File: src/hw/rtl/lvt_pkg.sv
// Shared types and constants for the local variance threshold block.
`default_nettype none
package lvt_pkg;

    localparam int PIX_FIELD_W    = 12;
    localparam int COL_OUT_W      = 10;
    localparam int ROW_OUT_W      = 12;
    localparam int LINE_WIDTH_W   = 11;
    localparam int LEVEL_SQ_W     = 31;
    localparam int CFG_DATA_W     = 31;
    localparam int FRAC_BITS      = 8;
    localparam int LINE_WIDTH_RST = 1024;
    localparam logic [LEVEL_SQ_W-1:0] LEVEL_SQ_RST = 31'd256;
    localparam logic [ROW_OUT_W-1:0]  ROW_MAX      = 12'd4095;

    typedef enum logic [0:0] {
        REG_LINE_WIDTH = 1'b0,
        REG_LEVEL_SQ   = 1'b1
    } t_cfg_reg;

    // result fields that ride along the pipeline with each pixel
    typedef struct packed {
        logic                 emit;
        logic [COL_OUT_W-1:0] col;
        logic [ROW_OUT_W-1:0] row;
    } t_tag;

    // per-pixel control for the column sum update
    typedef struct packed {
        logic first_row;
        logic sub_old;
    } t_col_ctl;

endpackage
`default_nettype wire

File: src/hw/rtl/lvt_window.sv
// Horizontal window sums, variance products and the threshold compare with output register.
`default_nettype none
module lvt_window #(
    parameter int WINDOW_RADIUS = 5,
    parameter int PIXEL_BITS    = 12
) (
    input  wire logic                                          i_clk,
    input  wire logic                                          i_rst_n,
    input  wire logic                                          i_adv,
    input  wire logic                                          i_valid,
    input  wire logic [PIXEL_BITS+$clog2(2*WINDOW_RADIUS+2)-1:0]   i_cs,
    input  wire logic [2*PIXEL_BITS+$clog2(2*WINDOW_RADIUS+2)-1:0] i_cq,
    input  wire lvt_pkg::t_tag                                 i_tag,
    input  wire logic [lvt_pkg::LEVEL_SQ_W-1:0]                i_level_sq,
    output logic                                               o_valid,
    output logic                                               o_above,
    output lvt_pkg::t_tag                                      o_tag
);
    import lvt_pkg::*;

    localparam int PB   = PIXEL_BITS;
    localparam int WS   = 2 * WINDOW_RADIUS + 1;
    localparam int N    = WS * WS;
    localparam int NW   = $clog2(N + 1);
    localparam int CSW  = PB + $clog2(WS + 1);
    localparam int CQW  = 2 * PB + $clog2(WS + 1);
    localparam int SW   = PB + NW;
    localparam int QW   = 2 * PB + NW;
    localparam int NQW  = QW + NW;
    localparam int LHW  = NQW + FRAC_BITS;
    localparam int RHW  = LEVEL_SQ_W + 2 * NW;
    localparam int CMPW = (LHW > RHW) ? LHW : RHW;

    logic [CSW-1:0] r_cs_line [WS];
    logic [CQW-1:0] r_cq_line [WS];
    logic [SW-1:0]  r_win_s;
    logic [QW-1:0]  r_win_q;
    logic           r_d_valid;
    t_tag           r_d_tag;
    logic           r_e_valid;
    t_tag           r_e_tag;
    logic [NQW-1:0] r_e_nq;
    logic [2*SW-1:0] r_e_s2;
    logic [RHW-1:0] r_rhs;
    logic           r_o_valid;
    logic           r_o_above;
    t_tag           r_o_tag;

    logic [NQW-1:0]  diff;
    logic [CMPW-1:0] lhs;
    logic            above;

    always_comb begin
        diff  = (r_e_nq > NQW'(r_e_s2)) ? (r_e_nq - NQW'(r_e_s2)) : '0;
        lhs   = CMPW'({diff, {FRAC_BITS{1'b0}}});
        above = lhs > CMPW'(r_rhs);
    end

    // running sums over the last WS column sums; the oldest drops out as a new one enters
    always_ff @(posedge i_clk) begin
        if (!i_rst_n) begin
            for (int i = 0; i < WS; i++) begin
                r_cs_line[i] <= '0;
                r_cq_line[i] <= '0;
            end
            r_win_s   <= '0;
            r_win_q   <= '0;
            r_d_valid <= 1'b0;
            r_e_valid <= 1'b0;
            r_o_valid <= 1'b0;
        end else if (i_adv) begin
            if (i_valid) begin
                r_cs_line[0] <= i_cs;
                r_cq_line[0] <= i_cq;
                for (int i = 1; i < WS; i++) begin
                    r_cs_line[i] <= r_cs_line[i-1];
                    r_cq_line[i] <= r_cq_line[i-1];
                end
                r_win_s <= r_win_s + SW'(i_cs) - SW'(r_cs_line[WS-1]);
                r_win_q <= r_win_q + QW'(i_cq) - QW'(r_cq_line[WS-1]);
            end
            r_d_valid <= i_valid;
            r_e_valid <= r_d_valid;
            r_o_valid <= r_e_valid & r_e_tag.emit;
        end
    end

    always_ff @(posedge i_clk) begin
        r_rhs <= RHW'(i_level_sq) * RHW'(N * N);
        if (i_adv) begin
            r_d_tag   <= i_tag;
            r_e_tag   <= r_d_tag;
            r_e_nq    <= NQW'(r_win_q) * NQW'(N);
            r_e_s2    <= r_win_s * r_win_s;
            r_o_above <= above;
            r_o_tag   <= r_e_tag;
        end
    end

    assign o_valid = r_o_valid;
    assign o_above = r_o_above;
    assign o_tag   = r_o_tag;
endmodule
`default_nettype wire

File: config.mk
export PLATFORM = sky130hd
export DESIGN_NAME = lvt_window
export DESIGN_NICKNAME = d
export VERILOG_FILES = /design/src/hw/rtl/lvt_pkg.sv /design/src/hw/rtl/lvt_window.sv
export SDC_FILE = /design/constraint.sdc
export NUM_CORES = 2
export LEC_CHECK = 0
export BUFFER_PORTS_ARGS = -buffer_cell sky130_fd_sc_hd__buf_2
export CORE_MARGIN = 2
export CORE_UTILIZATION = 65
export DETAILED_ROUTE_END_ITERATION = 10
export GPL_ROUTABILITY_DRIVEN = 0
export PLACE_DENSITY = 0.82
export SYNTH_ARGS = -nofsm -noshare
export SYNTH_HDL_FRONTEND = slang
export SYNTH_SLANG_ARGS = --single-unit
export TNS_END_PERCENT = 5
File: constraint.sdc
create_clock -name i_clk -period 55.2 [get_ports i_clk]
set_input_delay 11.04 -clock i_clk [delete_from_list [all_inputs] [get_ports i_clk]]
set_output_delay 11.04 -clock i_clk [all_outputs]
set_load 0.03 [all_outputs]
==> results by group <==
Run status
  – Status: completed

STA
  – Rel. slew slack: 20.0%
  – Final min period: 16.39 ns
  – Fin. Hold Viols: 0
  – Setup TNS: 0 ns
  – Clk_skew: 0.0421 ns
  – Tcrit/Tclk final: 29.7%
  – Setup violators final: 0
  – RSZ-0062 raised after global routing: false
  – Slew of the pin with the lowest slew margin: 1.17 ns
  – Max Slew Vio Count: 0
  – Fmax: 61.0 MHz

Die
  – Initial Util: 65.9%
  – Die area: 0.0826 sq mm
  – Die Wd: 287 um
  – Core Area: 0.0793 sq mm
  – Io pins: 127
  – Die Ht: 287 um
  – # rows: 103

Cells and area
  – Footprint of the multi-input gates: 0.0274 sq mm
  – Layout area overhead: 8.21%
  – Filler cells: 5484
  – Most frequent cells in the layout: inv_1 (935), edfxtp_1 (629), fa_1 (507)
  – Antenna fix cells: 0
  – Share of cells above drive strength 1: 6.11%
  – Post-route cell area: 0.0565 sq mm
  – Most common cell after layout, fill and taps aside: inv_1
  – Final net count: 5851
  – FF/Latch Area: 0.0209 sq mm

Setup path
  – Critical Path Max Stage Delay: 0.56 ns
  – Crit-path max FO: 7
  – CP max-delay cell: fa_1
  – Startpoint types: input port
  – CP required: 55.72 ns
  – Crit-path cells: buf_2 > inv_1 > fa_1 > inv_1 > fa_1 > fa_1 > fa_1 > ha_1 > inv_1 > fa_1 > inv_1 > ha_1 > a2111oi_0 > a32oi_1 > o311ai_1 > a21oi_1 > o31a_1 > o21ai_1 > nand2_1 > xnor2_1
  – Family with the most delay on the worst path: adder cells
  – Crit path DAT: 16.91 ns
  – Kind of critical path: input port to flop
  – Critical Path Sink Type: flop
  – WP buf/inv: 5
  – Most frequent CP cell: fa_1

Synth
  – Mux share of post-synthesis cell area: 0.122%
  – Largest family of logic cells by synthesized area: adder cells
  – Synth Flop Type: edfxtp_1
  – Synth Instances: 4676
  – Post-Syn Nets: 5741
  – #FFs+latches synth: 727
  – Seq/Total Area, Yosys: 39.9%
  – XOR/XNOR share of the synthesized area: 2.73%
  – Synth async-reset ratio: 0%
  – Synth Cell Area: 0.0522 sq mm
  – Simple-Gate Fraction of Synth Area: 11.5%
  – Syn_area_per_cell: 11.2 sq um
  – Netlist cell types: 74
  – Post-Synth Adder-Cell Area: 30.4%
  – Synth warnings: 0
  – Complex-gate fraction of the synthesized area: 7.78%
  – EDFF count, synth: 629

Drt
  – DR iter-0 viols: 2326
  – Total number of vias: 33000
  – Vias per cell: 5.59
  – Antenna Violating Nets Remaining: 0
  – Remaining DRCs: 0
  – Routed wire length: 101000 um
  – 1st-pass router iterations: 7
  – DR WL/cell: 17.1 um

Power and ir drop
  – Pwr Density: 47.3 mW/mm^2
  – Lkg Pwr: 27.1 nW
  – Peak supply drop: 0.0531 mV

Global routing
  – GRT Util Overall: 25.3%
  – Grt total ovfl: 0
  – First-pass GRT wire length: 167000 um
  – Vias in the first global route: 33600
  – Initial antenna violation count: 0
  – Largest net degree at the start of global routing: 209

Clock network
  – H-tree lvl count: 3
  – Post-CTS Hold Fix Bufs: 0
  – CTS tree: done
  – Reg clk slew, reported paths: 0.07 ns
  – Clock sinks: 727
  – Clock latency on the worst-skew pair: 0.64 ns
  – Post-CTS Setup Inserts: 0
  – Clock Tree Buf Depth: 3
  – Total CTS buffers: 76
  – Root buffer cell: clkbuf_16
  – Post-cts resize count: 0

Run
  – Max Cap Viol: 0

Placement
  – Post-DP HPWL: 75300 um
  – Port Buffers: 126
  – Area after DPL: 0.0539 sq mm

Hold path
  – Hold Path Class: flop to flop
Yosys cell counts (all sizes together) (18+ instances only):
cell	n	area share (%)
o22ai	35	0.42
a21o	105	1.5
o21bai	25	0.36
clkbuf	109	0.78
dfxtp	98	3.8
ha	456	11
a21oi	163	1.6
and3	30	0.36
and2	461	5.5
nand4	19	0.23
xor2	58	0.97
nand3	44	0.42
nand2b	24	0.29
or3	20	0.24
a211oi	20	0.29
inv	938	6.7
edfxtp	629	36
xnor2	105	1.8
o21a	22	0.32
nand2	204	1.5
nor2b	31	0.37
fa	507	19
nor3	37	0.35
o21ai	105	1.0
a31oi	18	0.22
nor2	235	1.7
through the flow:
stage	setup slack, ns	util, %	power [mW]	instances	hold slack (ns)
finish	38.81	71.3	2.67	5898	0.401
global route	38.52	71.3	2.90	5898	0.424
CTS	38.90	71.3	2.67	5898	0.404
detailed placement	38.23	68.0	2.13	5758	0.405
global placement	38.36	68.0	2.09	5758	0.400
floorplan	28.77	-	1.82	4676	0.400
final timing paths:
kind / cells past startpoint / endpoint / startpoint / slack (ns)
max reg2reg: 21 / r_e_s2[36] / r_win_s[10] / 46.84
min reg2reg: 0 / o_tag[3] / r_e_tag[3] / 0.40
max: 20 / r_rhs[39] / i_level_sq[8] / 38.81
min: 0 / o_tag[3] / r_e_tag[3] / 0.40
flip-flops by register name (all words and copies together) (netlist names), 31 cells and up:
name,cells
r_e_nq,38
r_rhs,45
r_cq_line,308
r_cs_line,176
r_e_s2,37
r_win_q,31
cells by family after synthesis:
| logic type | count (synthesis) |
|---|---|
| AND/OR/NAND/NOR | 1143 |
| buffers and inverters | 1060 |
| adder cells (fa/ha/maj) | 963 |
| flip-flops | 727 |
| AO/OA/AOI/OAI | 614 |
| XOR/XNOR | 163 |
| multiplexers | 6 |
area by class of cell:
class	count	share of cell area (%)
timing repair buffer	145	1.40
multi-input combinational	2889	48.5
inverter	947	6.30
clock buffer	101	3.76
sequential	727	36.9
clock inverter	39	0.813
tap	1050	2.32
where the power goes:
| group | internal, mW | switching [mW] | total (mW) |
|---|---|---|---|
| logic | 0.581 | 0.827 | 1.41 |
| clock network | 0.295 | 0.224 | 0.519 |
| registers | 0.697 | 0.0473 | 0.744 |
worst register-to-register path: cells and delay by family (launching register included):
family / cells / cell delay (ns)
flip-flops: 1 / 0.74
multiplexers: 1 / 0.14
AO/OA/AOI/OAI: 6 / 2.52
adder cells (fa/ha/maj): 7 / 3.21
AND/OR/NAND/NOR: 2 / 0.48
buffers and inverters: 5 / 0.96
routing by layer:
layer  track usage [%]  wire length [um]  up-vias
met4              8.78              3490        0
li1                  -                 -    15500
met2              41.3             48300     1012
met1              34.2             42500    16200
met3              4.85              6700      268
met5                 0                 0        -
Power figures use the tool's default switching activity.
